**config.mk**
```make
export PLATFORM = sky130hd
export DESIGN_NAME = graph_reachability_check
export DESIGN_NICKNAME = d
export VERILOG_FILES = /design/src/rtl/core/grc_pkg.sv /design/src/rtl/core/graph_reachability_check.sv /design/src/rtl/core/grc_adj_ram.sv /design/src/rtl/core/grc_search.sv
export SDC_FILE = /design/constraint.sdc
export NUM_CORES = 1
export LEC_CHECK = 0
export BUFFER_PORTS_ARGS = -buffer_cell sky130_fd_sc_hd__buf_2
export CAP_MARGIN = 10
export CORE_ASPECT_RATIO = 1.4
export CORE_MARGIN = 2
export CORE_UTILIZATION = 35
export CTS_CLUSTER_DIAMETER = 40
export DETAILED_ROUTE_END_ITERATION = 8
export GPL_TIMING_DRIVEN = 0
export PLACE_DENSITY = 0.52
export SYNTH_ARGS = -nofsm -noshare
export SYNTH_HDL_FRONTEND = slang
export SYNTH_SLANG_ARGS = --single-unit
```
**constraint.sdc**
```tcl
create_clock -name clk -period 10.3 [get_ports clk]
set_input_delay 2.06 -clock clk [delete_from_list [all_inputs] [get_ports clk]]
set_output_delay 2.06 -clock clk [all_outputs]
set_load 0.01 [all_outputs]
```
**src/rtl/core/grc_pkg.sv**
```systemverilog
// shared types, constants and helper functions for the reachability checker
`default_nettype none

package grc_pkg;

  localparam int unsigned MAX_NODES = 16;
  localparam int unsigned NODE_W    = $clog2(MAX_NODES);
  localparam int unsigned CNT_W     = $clog2(MAX_NODES + 1);

  typedef logic [MAX_NODES-1:0] node_mask_t;
  typedef logic [NODE_W-1:0]    node_id_t;
  typedef logic [CNT_W-1:0]     node_cnt_t;

  // one input word: a row of the adjacency matrix
  typedef struct packed {
    logic [3:0]  row_index;
    logic [15:0] row_mask;
    logic        last_row;
  } in_word_t;

  // one result word
  typedef struct packed {
    logic        all_reached;
    logic [4:0]  reached_count;
    logic [15:0] reached_mask;
  } out_word_t;

  // search launch from the top level
  typedef struct packed {
    logic       go;
    node_mask_t in_use;
  } search_cmd_t;

  // read request toward the adjacency memory
  typedef struct packed {
    logic     en;
    node_id_t addr;
  } rd_req_t;

  // mask of the nodes below the active count, with the count clamped to 1..MAX_NODES
  function automatic node_mask_t in_use_mask(input logic [4:0] count);
    node_mask_t m;
    logic [4:0] n;
    n = count;
    if (n == 5'd0) begin
      n = 5'd1;
    end
    for (int i = 0; i < int'(MAX_NODES); i++) begin
      m[i] = (5'(i) < n);
    end
    return m;
  endfunction

  function automatic logic [2:0] nibble_ones(input logic [3:0] v);
    logic [2:0] c;
    case (v)
      4'h0:                      c = 3'd0;
      4'h1, 4'h2, 4'h4, 4'h8:    c = 3'd1;
      4'h7, 4'hB, 4'hD, 4'hE:    c = 3'd3;
      4'hF:                      c = 3'd4;
      default:                   c = 3'd2;
    endcase
    return c;
  endfunction

  // population count as a sum of nibble counts
  function automatic node_cnt_t count_ones(input node_mask_t m);
    node_cnt_t total;
    total = '0;
    for (int k = 0; k < int'(MAX_NODES) / 4; k++) begin
      total = total + node_cnt_t'(nibble_ones(m[k*4 +: 4]));
    end
    return total;
  endfunction

  // index of the lowest set bit, zero when none is set
  function automatic node_id_t lowest_one(input node_mask_t m);
    node_id_t idx;
    idx = '0;
    for (int i = int'(MAX_NODES) - 1; i >= 0; i--) begin
      if (m[i]) begin
        idx = node_id_t'(i);
      end
    end
    return idx;
  endfunction

endpackage

`default_nettype wire

```
**src/rtl/core/graph_reachability_check.sv**
```systemverilog
// top level of the graph reachability checker: row loading, config and search
//
//  channel  dir  handshake               word
//  in_      in   start & !busy           in_word: row_index, row_mask, last_row
//  out_     out  out_strobe (one cycle)  out_word: all_reached, reached_count, reached_mask
//  cfg_     in   cfg_valid & cfg_ready   cfg_data: node_count
//
//  a row word is written into the adjacency memory at the accepting edge
//  a last-row word then runs the search: one memory read per reached node, one per cycle;
//  busy stays high while the search runs, and the result strobes in the cycle busy falls
//  rst_n (synchronous, active low) sets node_count to 16 and leaves the matrix unwritten
//  the receiver cannot stall: each result is shown for exactly one cycle
`default_nettype none

module graph_reachability_check (
  input  wire logic               clk,
  input  wire logic               rst_n,
  input  wire logic               start,
  output logic                    busy,
  input  wire grc_pkg::in_word_t  in_word,
  output logic                    out_strobe,
  output grc_pkg::out_word_t      out_word,
  input  wire logic               cfg_valid,
  output logic                    cfg_ready,
  input  wire logic [4:0]         cfg_data
);
  import grc_pkg::*;

  logic        accept;
  logic [4:0]  node_count_r;
  logic [4:0]  node_count_nxt;
  search_cmd_t cmd;
  rd_req_t     rd_req;
  node_mask_t  rd_data;
  node_mask_t  cfg_clamped;

  // a word is taken whenever the search is not running
  assign accept    = start & ~busy;
  // config only lands between searches
  assign cfg_ready = ~busy;

  // node_count register, clamped into 1..MAX_NODES on use
  always_comb begin
    node_count_nxt = node_count_r;
    if (cfg_valid && cfg_ready) begin
      node_count_nxt = cfg_data;
    end
    if (node_count_r > 5'(MAX_NODES)) begin
      cfg_clamped = in_use_mask(5'(MAX_NODES));
    end else begin
      cfg_clamped = in_use_mask(node_count_r);
    end
  end

  always_ff @(posedge clk) begin
    if (!rst_n) begin
      node_count_r <= 5'd16;
    end else begin
      node_count_r <= node_count_nxt;
    end
  end

  // last row goes into memory at the same edge the first read (row 0) launches; the memory forwards it if it is row 0
  assign cmd.go     = accept & in_word.last_row;
  assign cmd.in_use = cfg_clamped;

  grc_adj_ram u_adj_ram (
    .clk     (clk),
    .wr_en   (accept),
    .wr_addr (node_id_t'(in_word.row_index)),
    .wr_data (node_mask_t'(in_word.row_mask)),
    .rd_req  (rd_req),
    .rd_data (rd_data)
  );

  grc_search u_search (
    .clk        (clk),
    .rst_n      (rst_n),
    .cmd        (cmd),
    .rd_req     (rd_req),
    .rd_data    (rd_data),
    .busy       (busy),
    .out_strobe (out_strobe),
    .out_word   (out_word)
  );

endmodule

`default_nettype wire

```
**src/rtl/core/grc_adj_ram.sv**
```systemverilog
// adjacency matrix storage, one row per entry, synchronous read
`default_nettype none

module grc_adj_ram (
  input  wire logic                clk,
  input  wire logic                wr_en,
  input  wire grc_pkg::node_id_t   wr_addr,
  input  wire grc_pkg::node_mask_t wr_data,
  input  wire grc_pkg::rd_req_t    rd_req,
  output grc_pkg::node_mask_t      rd_data
);
  import grc_pkg::*;

  node_mask_t mem [MAX_NODES];
  node_mask_t rd_data_r;

  always_ff @(posedge clk) begin
    if (wr_en) begin
      mem[wr_addr] <= wr_data;
    end
  end

  // a read of the row written on the same edge returns the new row
  always_ff @(posedge clk) begin
    if (rd_req.en) begin
      if (wr_en && (wr_addr == rd_req.addr)) begin
        rd_data_r <= wr_data;
      end else begin
        rd_data_r <= mem[rd_req.addr];
      end
    end
  end

  assign rd_data = rd_data_r;

endmodule

`default_nettype wire

```
**src/rtl/core/grc_search.sv**
```systemverilog
// reachability search sequencer: visited and pending sets, one row expanded per cycle
`default_nettype none

module grc_search (
  input  wire logic                clk,
  input  wire logic                rst_n,
  input  wire grc_pkg::search_cmd_t cmd,
  output grc_pkg::rd_req_t         rd_req,
  input  wire grc_pkg::node_mask_t rd_data,
  output logic                     busy,
  output logic                     out_strobe,
  output grc_pkg::out_word_t       out_word
);
  import grc_pkg::*;

  typedef enum logic [1:0] {
    S_IDLE   = 2'b01,
    S_EXPAND = 2'b10
  } state_t;

  state_t     state_r, state_nxt;
  node_mask_t visited_r, visited_nxt;
  node_mask_t pending_r, pending_nxt;
  node_mask_t in_use_r, in_use_nxt;
  logic       out_strobe_r, out_strobe_nxt;
  out_word_t  out_word_r, out_word_nxt;

  node_mask_t fresh;
  node_mask_t visited_grow;
  node_mask_t pending_grow;

  always_comb begin
    fresh        = rd_data & in_use_r & ~visited_r;
    visited_grow = visited_r | fresh;
    pending_grow = pending_r | fresh;

    state_nxt      = state_r;
    visited_nxt    = visited_r;
    pending_nxt    = pending_r;
    in_use_nxt     = in_use_r;
    out_strobe_nxt = 1'b0;
    out_word_nxt   = out_word_r;
    rd_req.en      = 1'b0;
    rd_req.addr    = '0;

    unique case (state_r)
      S_IDLE: begin
        if (cmd.go) begin
          // node 0 is reached by definition and expanded first
          visited_nxt = node_mask_t'(1);
          pending_nxt = '0;
          in_use_nxt  = cmd.in_use;
          rd_req.en   = 1'b1;
          rd_req.addr = '0;
          state_nxt   = S_EXPAND;
        end
      end
      S_EXPAND: begin
        visited_nxt = visited_grow;
        if (pending_grow == '0) begin
          out_strobe_nxt             = 1'b1;
          out_word_nxt.all_reached   = (visited_grow == in_use_r);
          out_word_nxt.reached_count = count_ones(visited_grow);
          out_word_nxt.reached_mask  = visited_grow;
          pending_nxt                = '0;
          state_nxt                  = S_IDLE;
        end else begin
          // pop the lowest pending node and fetch its row
          pending_nxt = pending_grow & (pending_grow - node_mask_t'(1));
          rd_req.en   = 1'b1;
          rd_req.addr = lowest_one(pending_grow);
        end
      end
      default: begin
        state_nxt = S_IDLE;
      end
    endcase
  end

  always_ff @(posedge clk) begin
    if (!rst_n) begin
      state_r      <= S_IDLE;
      visited_r    <= '0;
      pending_r    <= '0;
      in_use_r     <= '0;
      out_strobe_r <= 1'b0;
    end else begin
      state_r      <= state_nxt;
      visited_r    <= visited_nxt;
      pending_r    <= pending_nxt;
      in_use_r     <= in_use_nxt;
      out_strobe_r <= out_strobe_nxt;
    end
  end

  always_ff @(posedge clk) begin
    out_word_r <= out_word_nxt;
  end

  assign busy       = (state_r != S_IDLE);
  assign out_strobe = out_strobe_r;
  assign out_word   = out_word_r;

  a_node0_visited: assert property (@(posedge clk) disable iff (!rst_n)
    (state_r == S_EXPAND) |-> visited_r[0])
    else $error("node 0 not marked visited during search");

  a_pending_subset: assert property (@(posedge clk) disable iff (!rst_n)
    (pending_r & ~visited_r) == '0)
    else $error("pending node not in visited set");

  a_visited_in_use: assert property (@(posedge clk) disable iff (!rst_n)
    (state_r == S_EXPAND) |-> ((visited_r & ~in_use_r) == '0))
    else $error("visited node outside active range");

  a_strobe_single: assert property (@(posedge clk) disable iff (!rst_n)
    out_strobe_r |=> !out_strobe_r)
    else $error("result strobe held more than one cycle");

  a_done_idle: assert property (@(posedge clk) disable iff (!rst_n)
    out_strobe_r |-> $past(state_r == S_EXPAND))
    else $error("result without a finished search");

endmodule

`default_nettype wire
```
==> results.toml <==
[yosys]
synthesis.yosys.warnings = 0
synth-seq-area-share = 0.662
post_synth_instance_area_um2 = 15000
postSynth.asyncResetShare = 0
synthesis.instances = 1074
ys_types = 64
synth.avg_cell_area_um2 = 14.0
ys.flop_type = "edfxtp_1"
number_of_enable_type_register_cells_in_the_synthesized_netlist = 294
total_nets_after_synthesis = 1128
synth.ff_latch_count = 349

[worst_setup_path]
timing.setup.critical_path_class = "register to register"
cp_data_required_time_ns = 10.69
worstSetupStartpointType = "register"
critical_path.max_fanout = 10
timing.rr.start = "u_adj_ram.rd_data[3]"
critical_path.endpoint_type = "register"
critPathArrivalTime_ns = 4.77
launch_point_of_the_critical_path = "u_adj_ram.rd_data[3]"

[route]
detail_route.first_pass.iterations = 5
detailroute.via_count = 9293
drcViolationCount = 0
drt-vias-per-instance = 5.28
first_iter_violations = 492
wl_mm = 38.4
drtAntennaViolNets = 0
routedWlPerCell_um = 21.8

[layout]
final_common_cell = "edfxtp_1"
postLayoutCoreUtil = 0.419
drive_gt1_frac = 0.190
layout.filler_cells = 3893
num_antenna_cells = 0
layout_common_cells = "294 x edfxtp_1, 74 x nand2_1, 65 x mux2i_1, 63 x buf_2, 57 x a21oi_1"
growth_of_design_area_from_synthesis_to_finish_pct = 18.1
finish.net_count = 1239

[min_path]
worst_hold_launch = "u_search.pending_r[11]"
hold_class = "register to register"

[floorplan]
std_cell_rows = 89
core_um2 = 42200
fp.dieW_um = 179
io_pins = 55
initial_utilization = 0.355
dieArea_um2 = 44500
chipHeight_um = 249

[timing]
final-hold-violation-count = 0
total_negative_slack_ns = 0
max_freq_ghz = 0.228
final-setup-viol-count = 0
tightest_slew_ns = 1.06
fin_hold_ws_ns = 0.502
period_minus_slack_ns = 4.38
finalCritPeriodShare = 0.425
headroom_to_the_max_slew_limit = 0.293
rsz0062_at_grt = "no"
drv_slew = 0
finalWorstSetupSlack_ns = 5.92
clock_skew_ns = 0.0151

[clock_network]
clock_tree.root_cell = "clkbuf_16"
ctsHtreeMaxLevel = 2
cts_setup_buffers = 0
clk_latency_ns = 0.55
tritoncts_num_sinks = 349
clk_transition_reported_paths_ns = 0.06
cts_tree = "yes"
clock_tree.buffer_depth = 3
cts_hold_buf = 0
cts-buffers-inserted = 42
post_cts.resized_instances = 0

[power]
static-leakage-power_nw = 6.24
ir_worst_vdd_mv = 0.126
powerDensity_nw_per_um2 = 188
finalPower_mw = 3.33

[run]
number_of_violations_of_the_max_capacitance_limit = 0

[global_route]
first_global_vias = 9561
sum_of_overflow_across_all_layers_after_global_routing = 0
grt_start_max_net_pins = 23
grtUsageTotal = 0.175
global_route_wire_length_before_repair_mm = 58.3
initial_antenna_violation_count = 2

[placed_design]
port_buffers = 51
place_ws_ns = 5.90
dp_hpwl_mm = 27.9
place.gp.congestion = 0.882

[outcome]
status = "completed"
[worst max-delay path, stage by stage, from the launching register on]
cell      delay [ns]
edfxtp_1        0.45
and3b_1         0.26
nor4_1          0.56
nand4_1         0.46
nor2_1          0.44
nor3_1          0.21
buf_2           0.26
nand2_1         0.35
buf_2           0.36
o22ai_1         0.15
a221oi_1        0.44
a32o_1          0.29
[final timing paths]
path | to | slack [ns] | cells after the start
worst max register to register | u_adj_ram.rd_data[9] | 5.92 | 11
worst max-delay path | u_adj_ram.rd_data[9] | 5.92 | 11
worst min-delay path | u_search.pending_r[11] | 0.50 | 2
worst min register to register | u_search.pending_r[11] | 0.50 | 2
[registers in the layout (all words and copies together), names as in the netlist]
register	count
u_search.state_r	2
u_search.in_use_r	16
u_search.out_strobe	1
node_count_r	5
u_search.visited_r	16
u_search.pending_r	15
u_search.out_word	22
u_adj_ram.rd_data	16
u_adj_ram.mem	256
[metal layers]
layer,track usage,routed length (µm)
met5,0,27
met4,0.0801,1810
met3,0.0328,1700
met2,0.318,20200
met1,0.195,14600
[through the flow]
stage | cell area, µm² | std cells
final | 17700 | 1760
after global routing | 17700 | 1760
after CTS | 17700 | 1760
after detailed placement | 16200 | 1687
after global placement | 15900 | 1671
after floorplan | 15000 | 1074
[cells in the mapped netlist (7+ instances only)]
cell | count | area [µm²]
edfxtp_1 | 294 | 8830
nand2_1 | 74 | 278
mux2i_1 | 65 | 651
a21oi_1 | 58 | 290
dfxtp_1 | 55 | 1100
inv_1 | 46 | 173
nor2_1 | 43 | 161
mux2_2 | 36 | 405
a22oi_1 | 35 | 263
nor2b_1 | 28 | 175
clkbuf_1 | 27 | 101
o21ai_0 | 25 | 125
ha_1 | 19 | 238
a221oi_1 | 15 | 131
a32o_1 | 15 | 150
and3b_1 | 15 | 131
nand3_1 | 14 | 70.1
xnor2_1 | 13 | 114
buf_2 | 12 | 60.1
nor3_1 | 12 | 60.1
a21boi_0 | 10 | 75.1
nand4_1 | 10 | 62.6
o221ai_1 | 10 | 87.6
o22ai_1 | 10 | 62.6
o41ai_2 | 10 | 163
a21o_1 | 9 | 67.6
a31oi_1 | 8 | 50.1
and3_1 | 7 | 43.8
[logic make-up (layout without fill, tap and decap cells)]
logic type | count (synthesis) | count (layout) | synth area share
buffers and inverters | 96 | 236 | 0.0299
AOI/OAI and AO/OA | 249 | 249 | 0.122
muxes | 101 | 101 | 0.0705
xor gates and xnor gates | 14 | 14 | 0.00818
and+or+nand+nor | 241 | 241 | 0.0840
adders and majority gates | 24 | 24 | 0.0225
DFF | 349 | 349 | 0.662
[report_power, final]
part / internal, mW / total (mW) / leakage [nW] / switching [mW]
logic: 0.0601 / 0.181 / 2.42 / 0.121
clock network: 1.00 / 1.57 / 0.709 / 0.573
registers: 1.56 / 1.58 / 3.12 / 0.0197
[cell type report]
cell class	instances	area [µm²]	area share
sequential	349	9930	0.561
multi-input combinational	629	4660	0.263
clock buffer	47	1110	0.0628
tap	546	683	0.0386
timing repair buffer	67	488	0.0276
clock inverter	26	377	0.0213
buffer	50	275	0.0155
inverter	46	173	0.00975
No activity file was read; power rests on OpenSTA's default activity.
